[src/design/pdm_pkg.sv]
`default_nettype none

package pdm_pkg;

  // coordinate and result widths
  localparam int unsigned COORD_W     = 32;
  localparam int unsigned DIFF_W      = 32;
  localparam int unsigned DIST_W      = 33;
  localparam int unsigned SQ_W        = 2 * DIFF_W;
  // radicand padded to an even bit count, one root bit per stage
  localparam int unsigned RAD_W       = 66;
  localparam int unsigned ROOT_STAGES = RAD_W / 2;
  localparam int unsigned REM_W       = 35;

  // metric selector codes
  typedef enum logic [1:0] {
    METRIC_EUCLID = 2'd0,
    METRIC_CHEB   = 2'd1,
    METRIC_MANH   = 2'd2,
    METRIC_BAD    = 2'd3
  } metric_t;

  // classified item handed from front to back
  typedef struct packed {
    logic [DIFF_W-1:0] dx;
    logic [DIFF_W-1:0] dy;
    metric_t           sel;
  } pdm_item_t;

endpackage

`default_nettype wire

[src/design/pdm_front.sv]
`default_nettype none

module pdm_front import pdm_pkg::*; (
  input  logic                      in_valid,
  output logic                      in_ready,
  input  logic [1:0]                func,
  input  logic signed [COORD_W-1:0] ax,
  input  logic signed [COORD_W-1:0] ay,
  input  logic signed [COORD_W-1:0] bx,
  input  logic signed [COORD_W-1:0] by,
  output logic                      push_valid,
  input  logic                      push_ready,
  output pdm_item_t                 push_item
);

  logic [COORD_W:0] diff_x, diff_y;
  logic [COORD_W:0] mag_x, mag_y;

  // full-precision signed differences, then magnitude
  always_comb begin
    diff_x = {ax[COORD_W-1], ax} - {bx[COORD_W-1], bx};
    diff_y = {ay[COORD_W-1], ay} - {by[COORD_W-1], by};
    mag_x  = diff_x[COORD_W] ? (~diff_x + (COORD_W+1)'(1)) : diff_x;
    mag_y  = diff_y[COORD_W] ? (~diff_y + (COORD_W+1)'(1)) : diff_y;
  end

  // item goes straight into the queue
  assign push_item.dx  = mag_x[DIFF_W-1:0];
  assign push_item.dy  = mag_y[DIFF_W-1:0];
  assign push_item.sel = metric_t'(func);
  assign push_valid    = in_valid;
  assign in_ready      = push_ready;

endmodule

`default_nettype wire

[config.mk]
export PLATFORM = sky130hd
export DESIGN_NAME = pdm_front
export DESIGN_NICKNAME = d
export VERILOG_FILES = /design/src/design/pdm_pkg.sv /design/src/design/pdm_front.sv
export SDC_FILE = /design/constraint.sdc
export NUM_CORES = 1
export LEC_CHECK = 0
export ABC_AREA = 1
export BUFFER_PORTS_ARGS = -buffer_cell sky130_fd_sc_hd__buf_2
export CAP_MARGIN = 20
export CORE_MARGIN = 1
export CORE_UTILIZATION = 50
export DETAILED_ROUTE_END_ITERATION = 16
export PLACE_DENSITY = 0.77
export SYNTH_ARGS = -nofsm -noshare
export SYNTH_HDL_FRONTEND = slang
export SYNTH_SLANG_ARGS = --single-unit
[constraint.sdc]
create_clock -name vclk -period 3.5
set_clock_uncertainty 0.1 [all_clocks]
set_input_delay 0.35 -clock vclk [all_inputs]
set_output_delay 0.35 -clock vclk [all_outputs]
set_load 0.01 [all_outputs]
==> results by group <==
Status
  • Outcome: finished clean

Floorplan
  • Area of the core: 0.01410 mm2
  • Io pins: 200
  • Die height: 123.1 um
  • Die area: 0.01516 mm2
  • Chip width: 123.1 um
  • Starting Density: 52.04%
  • Site Rows: 43

Routing
  • Drt wl/cell: 11.62 um
  • 1st-pass router iterations: 6
  • Total Wirelength: 22.70 mm
  • Post-detailed-route count of antenna-violating nets: 0
  • Via-to-Cell Ratio: 4.812
  • Via count: 9,398
  • DRC viols: 0
  • Iter 0 DRT Violations: between 700 and 800

Place
  • Port bufs: about 190
  • Dpl cell area: 0.008571 mm2
  • DP HPWL: about 20 mm
  • GPL Wtd Cong: 0.9604

Worst setup path
  • Buf/Inv on CP: 7
  • Critical path class: in -> out
  • CP startpoint kind: input port
  • WP data required: 3.05 ns
  • Crit path largest cell delay: about 0.42 ns
  • Crit path max fanout: 17
  • Critical Path End Type: primary output
  • Logic depth of the worst path, buffers included: 22
  • Cell repeated most along the worst path: nand2_2
  • Cell Chain, Critical Path: buf_2, inv_2, ha_4, inv_4, fa_2, nand3_2, nand3_4, nand3_2, nand3b_1, nand2_2, nand2_2, nand2_2, nand3_1, nand2_2, nand2_4, buf_12, buf_8, nand2_1, nand3_1, nand2_1, inv_1, buf_2
  • CP max-delay cell: fa_2
  • CP delay by family, top: simple AND/OR/NAND/NOR gates
  • CP arrival: ~2.9 ns

STA
  • Period utilization: 96.50%
  • Tightest Pin Transition: about 0.43 ns
  • Setup-failing EPs final: 0
  • Final hold vios: 0
  • Max-slew violation count: 0
  • RSZ-0062 raised after global routing: yes
  • Setup TNS: 0 ns
  • Rel. slew slack: 71.40%
  • Min Tclk post-route: 3.377 ns
  • Max frequency: 0.2961 GHz

Logic synthesis
  • Share of Yosys cell area claimed by the top area cell type: 33.26%
  • Post-Syn Nets: 1,771
  • Netlist cell types: 31
  • Synth Warn #: 0
  • Mapped Area: 0.007336 mm2
  • Largest area contributor in the netlist: nand2_1
  • Syn_area_per_cell: around 4.7 um2
  • Area contributors post-synth: nand2_1 33%, inv_1 21%, ha_1 11%, nor2_1 7.4%, nand3_1 6.9%
  • Post-synthesis sequential area ratio: 0%
  • Synth Instances: 1,571

Pwr
  • Worst VDD drop: 0.1449 mV
  • Static leakage: about 0.0061 uW
  • Power Density: 251.4 mW/mm2
  • Total Power: between 2000 and 2500 uW

Cells and area
  • Layout area overhead: 21.95%
  • Register area: 0 um2
  • Final instance area: 0.008946 mm2
  • Num sequential: 0
  • Share of layout cells above drive strength 1: approximately 18%
  • # fillers: about 1,500
  • N_diodes: 0
  • Clock buffer count: 0
  • Final nets: 1,975

Worst hold path
  • Min-delay worst type: in -> out
  • Worst Hold End: in_ready
  • Hold Path Origin: push_ready
  • Worst Hold Depth: 0

GRT
  • Largest net degree at the start of global routing: 23
  • Congestion Overflow GR: 0
  • First-pass GRT wire length: ~35 mm
  • Antenna violations before repair: 0
  • Vias in the first global route: 7,802
  • GRT Total Usage: about 29%

Flow run
  • Max Cap Viol: 0
==> cell usage in the layout (no fill, tap or decap), drive strengths merged, types with 6 or more instances in the layout <==
master / count
xor2: 43
buf: 212
xnor2: 21
nand4: 20
o21ai: 9
nand3b: 13
nor2: 154
nor3: 14
ha: 66
and2: 6
nand2: 658
nand3: 108
inv: 409
a21oi: 33
==> logic make-up after synthesis <==
logic type / after synthesis / share of synthesized area, %
compound gates: 44 / 3.172
simple gates: 974 / 54.75
buf+inv: 421 / 22.07
fa+ha+maj: 68 / 11.80
xor+xnor: 64 / 8.204
==> synth_stat cells (all sizes together) <==
library cell,number
nand2,658
inv,409
nor2,154
nand3,108
ha,66
xor2,43
a21oi,33
xnor2,21
nand4,20
nor3,14
nand3b,13
buf,12
o21ai,9
and2,6
fa,2
o21bai,2
and3,1
==> metal layers <==
metal | GRT usage [%] | routed length, um
met4 | 1.355 | 71
met1 | 44.02 | 11490
met5 | 0 | 0
met3 | 2.076 | 1891
met2 | 45.11 | 9244
==> per-stage QoR <==
stage	cells	utilization (%)	hold slack [ns]	setup slack, ns
4_1_cts	1947	60.86	0.6001	0.03846
5_1_grt	1953	63.47	0.6000	-0.07442
6_report	1953	63.47	0.6000	0.1226
2_1_floorplan	1571	-	0.6918	0.6030
3_5_place_dp	1947	60.80	0.6001	-0.01493
3_3_place_gp	1947	60.80	0.6001	0.07068
==> cell type report <==
cell class / instances / area, um2 / share of cell area (%)
multi-input combinational: 1150 / 6002 / 67.09
timing repair buffer: 214 / 1181 / 13.20
inverter: 409 / 1538 / 17.19
tap: 180 / 225.2 / 2.517
==> worst max path at each step <==
stage | endpoint | start
final | push_item[55] | ax[0]
after global routing | push_item[55] | ax[0]
after CTS | push_item[26] | ay[0]
after detailed placement | push_item[26] | ay[0]
after global placement | push_item[26] | ay[0]
after floorplan | push_item[24] | ay[0]
==> power by group <==
group | total, uW | switching (uW) | internal [uW]
Combinational | 2250 | 1400 | 850
Sequential | 0 | 0 | 0
Clock | 0 | 0 | 0
Total | 2250 | 1400 | 850
==> repair_timing <==
item | 4_1_cts | 5_1_grt
setup buffers | 0 | 4
pin swaps | 0 | 17
endpoints found under the setup margin | 3 | 51
gates resized for setup | 1 | 76
hold buffers | 0 | 0
cloned | 0 | 2
No activity file was read; power rests on OpenSTA's default activity.
