File: config.mk
export PLATFORM = sky130hd
export DESIGN_NAME = pdm_queue
export DESIGN_NICKNAME = d
export VERILOG_FILES = /design/src/design/pdm_pkg.sv /design/src/design/pdm_queue.sv
export SDC_FILE = /design/constraint.sdc
export NUM_CORES = 1
export LEC_CHECK = 0
export BUFFER_PORTS_ARGS = -buffer_cell sky130_fd_sc_hd__buf_2
export CORE_MARGIN = 4
export CORE_UTILIZATION = 48
export CTS_CLUSTER_DIAMETER = 150
export DETAILED_ROUTE_END_ITERATION = 7
export PLACE_DENSITY = 0.83
export SLEW_MARGIN = 30
export SYNTH_ARGS = -nofsm -noshare
export SYNTH_HDL_FRONTEND = slang
export SYNTH_SLANG_ARGS = --single-unit
File: constraint.sdc
create_clock -name clk -period 3.7 [get_ports clk]
set_input_delay 0.185 -clock clk [delete_from_list [all_inputs] [get_ports clk]]
set_output_delay 0.185 -clock clk [all_outputs]
set_load 0.1 [all_outputs]
File: src/design/pdm_pkg.sv
`default_nettype none

package pdm_pkg;

  // coordinate and result widths
  localparam int unsigned COORD_W     = 32;
  localparam int unsigned DIFF_W      = 32;
  localparam int unsigned DIST_W      = 33;
  localparam int unsigned SQ_W        = 2 * DIFF_W;
  // radicand padded to an even bit count, one root bit per stage
  localparam int unsigned RAD_W       = 66;
  localparam int unsigned ROOT_STAGES = RAD_W / 2;
  localparam int unsigned REM_W       = 35;

  // metric selector codes
  typedef enum logic [1:0] {
    METRIC_EUCLID = 2'd0,
    METRIC_CHEB   = 2'd1,
    METRIC_MANH   = 2'd2,
    METRIC_BAD    = 2'd3
  } metric_t;

  // classified item handed from front to back
  typedef struct packed {
    logic [DIFF_W-1:0] dx;
    logic [DIFF_W-1:0] dy;
    metric_t           sel;
  } pdm_item_t;

endpackage

`default_nettype wire

File: src/design/pdm_queue.sv
`default_nettype none

module pdm_queue import pdm_pkg::*; #(
  parameter int unsigned DEPTH = 2
) (
  input  logic      clk,
  input  logic      rst,
  input  logic      push_valid,
  output logic      push_ready,
  input  pdm_item_t push_item,
  output logic      pop_valid,
  input  logic      pop_ready,
  output pdm_item_t pop_item
);

  localparam int unsigned PW = (DEPTH > 1) ? $clog2(DEPTH) : 1;
  localparam int unsigned CW = $clog2(DEPTH + 1);

  pdm_item_t         mem [0:DEPTH-1];
  logic [PW-1:0]     wr_ptr, rd_ptr;
  logic [CW-1:0]     count;
  logic              push, pop;

  assign push_ready = (count != CW'(DEPTH));
  assign pop_valid  = (count != '0);
  assign push       = push_valid && push_ready;
  assign pop        = pop_valid && pop_ready;
  assign pop_item   = mem[rd_ptr];

  // storage
  always_ff @(posedge clk) begin
    if (push) begin
      mem[wr_ptr] <= push_item;
    end
  end

  // pointers and fill count
  always_ff @(posedge clk) begin
    if (rst) begin
      wr_ptr <= '0;
      rd_ptr <= '0;
      count  <= '0;
    end else begin
      if (push) begin
        wr_ptr <= (wr_ptr == PW'(DEPTH - 1)) ? '0 : wr_ptr + PW'(1);
      end
      if (pop) begin
        rd_ptr <= (rd_ptr == PW'(DEPTH - 1)) ? '0 : rd_ptr + PW'(1);
      end
      if (push && !pop) begin
        count <= count + CW'(1);
      end else if (pop && !push) begin
        count <= count - CW'(1);
      end
    end
  end

`ifndef SYNTHESIS
  a_count_bound: assert property (@(posedge clk) disable iff (rst)
    count <= CW'(DEPTH))
    else $error("queue fill count above depth");

  a_push_grows: assert property (@(posedge clk) disable iff (rst)
    push && !pop |=> count == $past(count) + CW'(1))
    else $error("queue count did not grow on push");
`endif

endmodule

`default_nettype wire

==> results of run 1 <==
==> cells by family after synthesis <==
family | count (synthesis)
xor gates and xnor gates | 3
muxes | 66
DFF | 137
AOI/OAI and AO/OA | 5
and+or+nand+nor | 9
adders and majority gates | 1
buffers and inverters | 8
==> layout make-up <==
| class | instances | area (um^2) | area share |
|---|---|---|---|
| repair buffers | 209 | 1410 | 0.198 |
| inverters | 1 | 3.75 | 0.000528 |
| clock inverters | 13 | 179 | 0.0252 |
| well taps | 133 | 166 | 0.0234 |
| multi-input cells | 84 | 863 | 0.122 |
| clock buffers | 18 | 418 | 0.0588 |
| flip-flops and latches | 137 | 4070 | 0.572 |
==> layer usage <==
metal | global-route usage | vias to the layer above
li1 | - | 1352
met1 | 0.176 | 1391
met2 | 0.322 | 110
met3 | 0.0600 | 20
met4 | 0.0641 | 0
met5 | 0 | -
==> registers in the layout (all words and copies together), names as in the netlist, named ones only <==
register  count
count         2
mem         132
rd_ptr        1
wr_ptr        1
==> critical path: cells and delay by family, from the launching register on <==
family	cells	cell delay, ns
buf+inv	2	0.61
flops	1	0.74
mux	1	0.38
==> cell usage after synthesis <==
| cell type | instances | area share |
|---|---|---|
| edfxtp_1 | 132 | 0.79 |
| buf_4 | 1 | 0.0015 |
| a21bo_2 | 1 | 0.0020 |
| and2_1 | 1 | 0.0013 |
| nor2_1 | 3 | 0.0023 |
| buf_6 | 4 | 0.0090 |
| dfxtp_1 | 5 | 0.020 |
| or2_2 | 1 | 0.0013 |
| buf_2 | 2 | 0.0020 |
| mux2_2 | 66 | 0.15 |
| or3_1 | 1 | 0.0013 |
| xor2_1 | 3 | 0.0053 |
| inv_1 | 1 | 0.00075 |
| nand2b_1 | 1 | 0.0013 |
| o21ai_0 | 2 | 0.0020 |
| nand3b_1 | 1 | 0.0015 |
| a21oi_1 | 2 | 0.0020 |
| ha_1 | 1 | 0.0025 |
| and3_1 | 1 | 0.0013 |
==> worst min path at each step <==
stage | from | end | slack (ns) | cells after the start
finish | pop_ready | register | 0.1 | 4
global route | pop_ready | rd_ptr | 0.15 | 4
CTS | pop_ready | rd_ptr | 0.08 | 4
global placement | push_item[2] | mem[0][2] | 0.37 | 1
detailed placement | push_item[45] | mem[0][45] | 0.38 | 1
floorplan | rst | count[1] | 0.25 | 1
==> cells in the final DEF (no fill, tap or decap), types with 2 or more instances in the layout <==
cell           instances
clkbuf_16             16
dlygate4sd3_1         68
bufinv_16              4
buf_4                  3
mux2_2                66
edfxtp_1             132
clkinv_1               2
o21ai_0                2
clkinv_2               2
xor2_1                 3
a21oi_1                2
clkinv_4               3
buf_2                137
dfxtp_1                4
nor2_1                 3
clkinvlp_4             2
==> where the power goes <==
| part | leakage (nW) | switching, mW | internal [mW] | total [mW] |
|---|---|---|---|---|
| clock network | 0.286 | 0.586 | 1.08 | 1.67 |
| logic | 1.15 | 2.14 | 0.517 | 2.65 |
| registers | 1.27 | 0.0900 | 1.94 | 2.03 |
| total | 2.71 | 2.81 | 3.54 | 6.36 |
==> through the flow <==
step,cell area (um^2),util,hold WS [ns]
final,7100,0.714,0.0981
after floorplan,4990,-,0.254
after CTS,7100,0.714,0.0751
after global placement,5830,0.585,0.373
after global routing,7100,0.714,0.153
after detailed placement,5830,0.585,0.376
==> impl_metrics.toml, run 1 <==
[logic_synthesis]
syn_area_um2 = 4990
yosys.area_share.simple = 0.0100
synth_nets = 300
synth_cells = 229
yosysWarnings = 0
seq_area_frac_synth = 0.814
ys_types = 19
synth_adder_area_share = 0.00251
ys_seq_elements = 137
synth_top_family_by_area = "multiplexers"
synth.avg_cell_area_um2 = 21.8
synth.mux.area_fraction = 0.149
synth_compound_area_frac = 0.00602
synthXorXnorAreaFrac = 0.00526

[placed_design]
dp_slack_ns = 1.75
placedCellCount = 496
io_buffers = 137
globalplace.congestion = 0.664
dpl.hpwl_mm = 5.60

[global_route]
grt_pass1_vias = 3197
antenna_found_initial = 0
grt_overflow = 0
grt_max_degree = 67
grtUsageTotal = 0.173
grt_pass1_wl_mm = 15.2

[timing]
setup_viol = 0
fin_ws_ns = 1.25
rsz0062_at_grt = "no"
relSlewSlack = 0.406
period_share = 0.662
hold_violations = 0
final_max_slew_viol_count = 0
worstMarginPinSlew_ns = 0.891
setup_tns_ns = 0
skew_ns = 0.00878
fin_crit_ns = 2.45
max_freq_mhz = 409

[setup_path]
end_kind = "primary output"
crit_type = "register to primary output"
r2r-start = "count[0]"
reg2reg_depth = 4
rrSetupSlack_ns = 1.74
required_ns = 3.51
cp_max_fo = 41
arrival_ns = 2.26
rr_endpoint = "mem[0][35]"
slowest_stage = "dfxtp_2"
cp-start-kind = "register"
cp_cell_sequence = "buf_12 -> mux2_2 -> buf_2"
cp-endpoint = "pop_item[41]"
cpPeakStageDelay_ns = 0.74

[power]
cellPowerDensity_nw_per_um2 = 895
leakagePower_nw = 2.71
peakVddDrop_mv = 0.555
finalPower_mw = 6.36

[floorplan]
dieArea_um2 = 12100
die_h_um = 110
core_um2 = 9950
io_pins = 138
die_w_um = 110
std_cell_rows = 36
start_util = 0.502

[clocking]
cts_buffer_depth = 2
clkTransAtPathRegs_ns = 0.06
clock_latency_ns = 0.51
clock-sinks = 137
cts_hold_buffers = 68
cts_resized = 0
clockRootBuffer = "clkbuf_8"
postCtsSetupRepairBufs = 0
cts_tree = "built"
htree_levels = 4
cts_buffers = 17

[routing]
highest_layer = "met4"
wl_met2_mm = 5.54
drtIter0Drc = 131
viasPerCell = 4.83
routed-wl-met3_um = 634
wl_met1_mm = 3.59
antenna_left = 0
wl_per_cell_um = 16.7
drcViolationCount = 0
routed_wl_mm = 9.95
num_vias = 2873
dr.pass1.iters = 4

[job]
maxCapViolations = 0

[layout]
fillers = 643
num-nets-final = 521
stdcell_count = 595
num_antenna_cells = 0
syn2layout_area_growth_pct = 42.3
layout-drive-gt1-share = 0.519

[run_status]
outcome = "complete, no violations"

[worst_hold_path]
hold_path.class = "input pin to register"
Power figures use the tool's default switching activity.
==> inputs of run 2 (changes only) <==
==> constraint.sdc (replaced) <==
create_clock -name clk -period 2.47 [get_ports clk]
set_input_delay 0.1235 -clock clk [delete_from_list [all_inputs] [get_ports clk]]
set_output_delay 0.1235 -clock clk [all_outputs]
set_load 0.1 [all_outputs]
==> impl_metrics.toml, run 2 (synthesis results as in run 1) <==
[routing]
wl_per_cell_um = 16.2
routed_wl_mm = 9.69
antenna_left = 0
num_vias = 2856
dr.pass1.iters = 5
drtIter0Drc = 100
drcViolationCount = 0
viasPerCell = 4.78

[floorplan]
start_util = 0.502
dieArea_um2 = 12100
std_cell_rows = 36
die_w_um = 110
die_h_um = 110
core_um2 = 9950
io_pins = 138

[layout]
fillers = 581
stdcell_count = 598
layout-drive-gt1-share = 0.530
fin_area_um2 = 7130
final_cell_mix = "buf_2, edfxtp_1, dlygate4sd3_1"
syn2layout_area_growth_pct = 42.9
reg.largest.list = "mem: 132 flops, count: 2 flops"
top_register = "mem"
num-nets-final = 522
mostFrequentLayoutCell = "buf_2"
largest_reg_flops = 132

[timing]
hold_slack_ns = 0.0649
setup_viol = 0
relSlewSlack = 0.667
final_max_slew_viol_count = 0
fin_crit_ns = 2.03
setup_tns_ns = 0
period_share = 0.821
hold_violations = 0
max_freq_mhz = 493
rsz0062_at_grt = "no"
worstMarginPinSlew_ns = 0.503
skew_ns = 0.0107

[setup_path]
end_kind = "primary output"
required_ns = 2.35
r2r-start = "count[0]"
cp-start-kind = "register"
crit_type = "register to primary output"
cp_max_fo = 66
arrival_ns = 1.90

[clocking]
cts_buffer_depth = 2
clock_latency_ns = 0.51
htree_levels = 4
cts_tree = "built"
clockRootBuffer = "clkbuf_8"
postCtsSetupRepairBufs = 0
cts_buffers = 17
clock-sinks = 137
clkTransAtPathRegs_ns = 0.06

[global_route]
grtUsageTotal = 0.166
antenna_found_initial = 0
grt_pass1_wl_mm = 14.6
grt_pass1_vias = 3018
grt_overflow = 0
grt_max_degree = 67

[power]
finalPower_mw = 9.53
cellPowerDensity_nw_per_um2 = 1340
peakVddDrop_mv = 1.08
leakagePower_nw = 2.71

[placed_design]
globalplace.congestion = 0.686
place_area_um2 = 5850
dpl.hpwl_mm = 5.37
io_buffers = 137
placedCellCount = 497

[run_status]
outcome = "complete, no violations"

[worst_hold_path]
hold_path.class = "input pin to register"
hp-start = "pop_ready"

[job]
maxCapViolations = 0
run 2: cell count changes in the layout (fill, tap and decap cells not counted), moves of 2 or more:
cell,delta
clkbuf_8,+3
clkinv_4,-3
clkinvlp_4,+4
clkinv_1,-2
clkinv_2,+2
run 2: critical path, cell delays in order, from the launching register on:
cell     delay [ns]
dfxtp_2        0.34
buf_12         0.32
mux2_2         0.40
buf_2          0.30
run 2: timing repair:
item                                   CTS  global route
endpoints found under the hold margin  137             0
hold buffers                            68             0
resized for setup                        0             0
run 2: cell type report:
| cell class | count | area (um^2) | area share |
|---|---|---|---|
| Clock buffer | 20 | 455 | 0.0639 |
| Tap cell | 133 | 166 | 0.0233 |
| Antenna cell | 1 | 2.50 | 0.000351 |
| Inverter | 1 | 7.51 | 0.00105 |
| Clock inverter | 12 | 148 | 0.0207 |
| Sequential cell | 137 | 4070 | 0.570 |
| Timing Repair Buffer | 210 | 1420 | 0.199 |
| Multi-Input combinational cell | 84 | 871 | 0.122 |
run 2: stage by stage:
step,setup slack (ns),util
5_1_grt,0.364,0.716
4_1_cts,0.418,0.716
3_3_place_gp,0.945,0.587
6_report,0.443,0.716
2_1_floorplan,0.247,-
3_5_place_dp,0.876,0.587
run 2: power breakdown:
group	switching (mW)	internal [mW]
clock network	0.894	1.61
registers	0.0801	2.91
logic	3.25	0.788
run 2: worst paths after layout:
check	cells past startpoint	slack (ns)	endpoint
setup reg to reg	4	0.87	mem[0][14]
hold reg to reg	2	0.52	rd_ptr
hold / removal	4	0.06	rd_ptr
setup / recovery	3	0.44	pop_item[17]
run 2: layer usage:
| layer | global-route usage | routed length (um) | vias to the layer above |
|---|---|---|---|
| met4 | 0.0801 | 165 | 0 |
| li1 | - | - | 1354 |
| met1 | 0.183 | 3760 | 1376 |
| met3 | 0.0448 | 572 | 18 |
| met2 | 0.298 | 5200 | 108 |
| met5 | 0 | 0 | - |
==> inputs of run 3 (changes only) <==
--- a/config.mk
+++ b/config.mk
@@ -7,10 +7,10 @@
 export LEC_CHECK = 0
 export BUFFER_PORTS_ARGS = -buffer_cell sky130_fd_sc_hd__buf_2
 export CORE_MARGIN = 4
-export CORE_UTILIZATION = 48
+export CORE_UTILIZATION = 47
 export CTS_CLUSTER_DIAMETER = 150
 export DETAILED_ROUTE_END_ITERATION = 7
-export PLACE_DENSITY = 0.83
+export PLACE_DENSITY = 0.85
 export SLEW_MARGIN = 30
 export SYNTH_ARGS = -nofsm -noshare
 export SYNTH_HDL_FRONTEND = slang
==> constraint.sdc (replaced) <==
create_clock -name clk -period 1.6 [get_ports clk]
set_input_delay 0.08 -clock clk [delete_from_list [all_inputs] [get_ports clk]]
set_output_delay 0.08 -clock clk [all_outputs]
set_load 0.1 [all_outputs]
==> impl_metrics.toml, run 3 (synthesis results as in run 1) <==
[global_route]
antenna_found_initial = 0
grt_pass1_vias = 3270
grt_overflow = 0
grt_pass1_wl_mm = 18.1
grt_max_degree = 35
grtUsageTotal = 0.194

[placed_design]
io_buffers = 137
place_area_um2 = 6920
dp_slack_ns = 0.0244
dpl.hpwl_mm = 6.42
globalplace.congestion = 0.732

[timing]
final_max_slew_viol_count = 0
worstMarginPinSlew_ns = 0.499
max_freq_mhz = 563
rsz0062_at_grt = "yes"
period_share = 1.11
setup_viol = 66
relSlewSlack = 0.669
fin_ws_ns = -0.176
setup_tns_ns = -8.72
fin_crit_ns = 1.78
hold_violations = 0
skew_ns = 0.00623

[floorplan]
dieArea_um2 = 12300
io_pins = 138
core_um2 = 10300
std_cell_rows = 37
die_w_um = 111
start_util = 0.484
die_h_um = 111

[layout]
num_antenna_cells = 0
num-nets-final = 529
top_register = "mem"
syn2layout_area_growth_pct = 71.3
fin_area_um2 = 8550
layout-drive-gt1-share = 0.546
final_cell_mix = "edfxtp_1, buf_12, buf_2"
largest_reg_flops = 132
mostFrequentLayoutCell = "edfxtp_1"
reg.largest.list = "mem: 132 flops, count: 2 flops"
final_util = 0.828

[routing]
wl_per_cell_um = 19.8
drcViolationCount = 0
antenna_left = 0
drtIter0Drc = 162
dr.pass1.iters = 4
viasPerCell = 4.92
num_vias = 2974
routed_wl_mm = 12.0

[power]
finalPower_mw = 17.7
combPwrFrac = 0.508
leakagePower_nw = 3.34
intPower_mw = 10.6
power_switching_mw = 7.14
cellPowerDensity_nw_per_um2 = 2070
seqPwrFrac = 0.263
netSwitchingFraction = 0.402
peakVddDrop_mv = 1.76
pwr-share-clk = 0.228

[setup_path]
arrival_ns = 1.70
end_kind = "primary output"
crit_family = "multiplexers"
crit_type = "register to primary output"
path_common_cell = "buf_12"
cpPeakStageDelay_ns = 0.40
cp.buffers_inverters = 2
cp_cell_sequence = "buf_12 -> mux2_2 -> buf_12"
cp-start-kind = "register"
required_ns = 1.52
cp_max_fo = 29
slowest_stage = "mux2_2"

[run_status]
outcome = "finished, violations left"
violations = "negative setup slack"

[clocking]
htree_levels = 4
cts_buffer_depth = 2
cts_tree = "built"
clockRootBuffer = "clkbuf_8"
clkTransAtPathRegs_ns = 0.06
clock_latency_ns = 0.50
clock-sinks = 137
cts_buffers = 17

[worst_hold_path]
hold_path.class = "input pin to register"

[job]
maxCapViolations = 0
[run 3: cell types whose count changed in the layout (fill, tap and decap cells not counted), moves of 3 or more]
| cell | before | now |
|---|---|---|
| buf_12 | 1 | 73 |
| buf_2 | 137 | 70 |
| mux2_2 | 66 | 20 |
| mux2_4 | 0 | 46 |
| clkinvlp_4 | 6 | 1 |
| clkbuf_8 | 4 | 1 |
| clkinv_4 | 0 | 3 |
[run 3: worst paths after layout]
check	startpoint	endpoint	slack, ns	cells after the start
max	register	pop_item[35]	-0.18	3
min	pop_ready	rd_ptr	0.1	4
max reg2reg	count[0]	count[1]	0.04	6
min reg2reg	rd_ptr	rd_ptr	0.52	2
[run 3: per-layer routing]
| layer | share of wire | global-route usage | up-vias |
|---|---|---|---|
| met5 | 0 | 0 | - |
| met4 | 0.015 | 0.0576 | 0 |
| met3 | 0.048 | 0.0633 | 15 |
| met2 | 0.54 | 0.344 | 105 |
| met1 | 0.39 | 0.225 | 1487 |
| li1 | - | - | 1367 |
[run 3: metrics by stage]
stage | hold WS (ns) | cells
global route | 0.0638 | 605
finish | 0.0998 | 605
floorplan | 0.145 | 229
global placement | 0.268 | 501
CTS | 0.0192 | 602
detailed placement | 0.272 | 501
[run 3: timing repair]
item	in CTS	in global routing
pin swaps	0	2
gates resized for setup	32	24
buffers inserted	1	1
gates cloned	2	2
endpoints found under the setup margin	67	68
hold endpoints to repair	137	0
hold buffers	68	0
[run 3: power groups by stage]
| stage | clock network (mW) | logic (mW) | registers, mW |
|---|---|---|---|
| after floorplan | 0 | 5.33 | 4.66 |
| after global placement | 0 | 8.14 | 4.66 |
| after detailed placement | 0 | 8.21 | 4.71 |
| after CTS | 4.11 | 8.73 | 4.65 |
| after global routing | 4.28 | 9.24 | 4.72 |
| final | 4.05 | 9.02 | 4.67 |
[run 3: area by class of cell]
type                    instances  area (um^2)
inverters                       1         7.51
fillers                       459         1770
clock buffers                  18          418
flip-flops and latches        137         4070
repair buffers                217         2610
well taps                     136          170
clock inverters                12          200
multi-input cells              84         1070
[run 3: worst reg2reg max path, stage by stage, from the launching register on]
cell,delay [ns]
dfxtp_4,0.36
nand2b_4,0.16
and2_4,0.17
ha_4,0.15
xor2_1,0.15
or3_4,0.38
a21oi_2,0.13
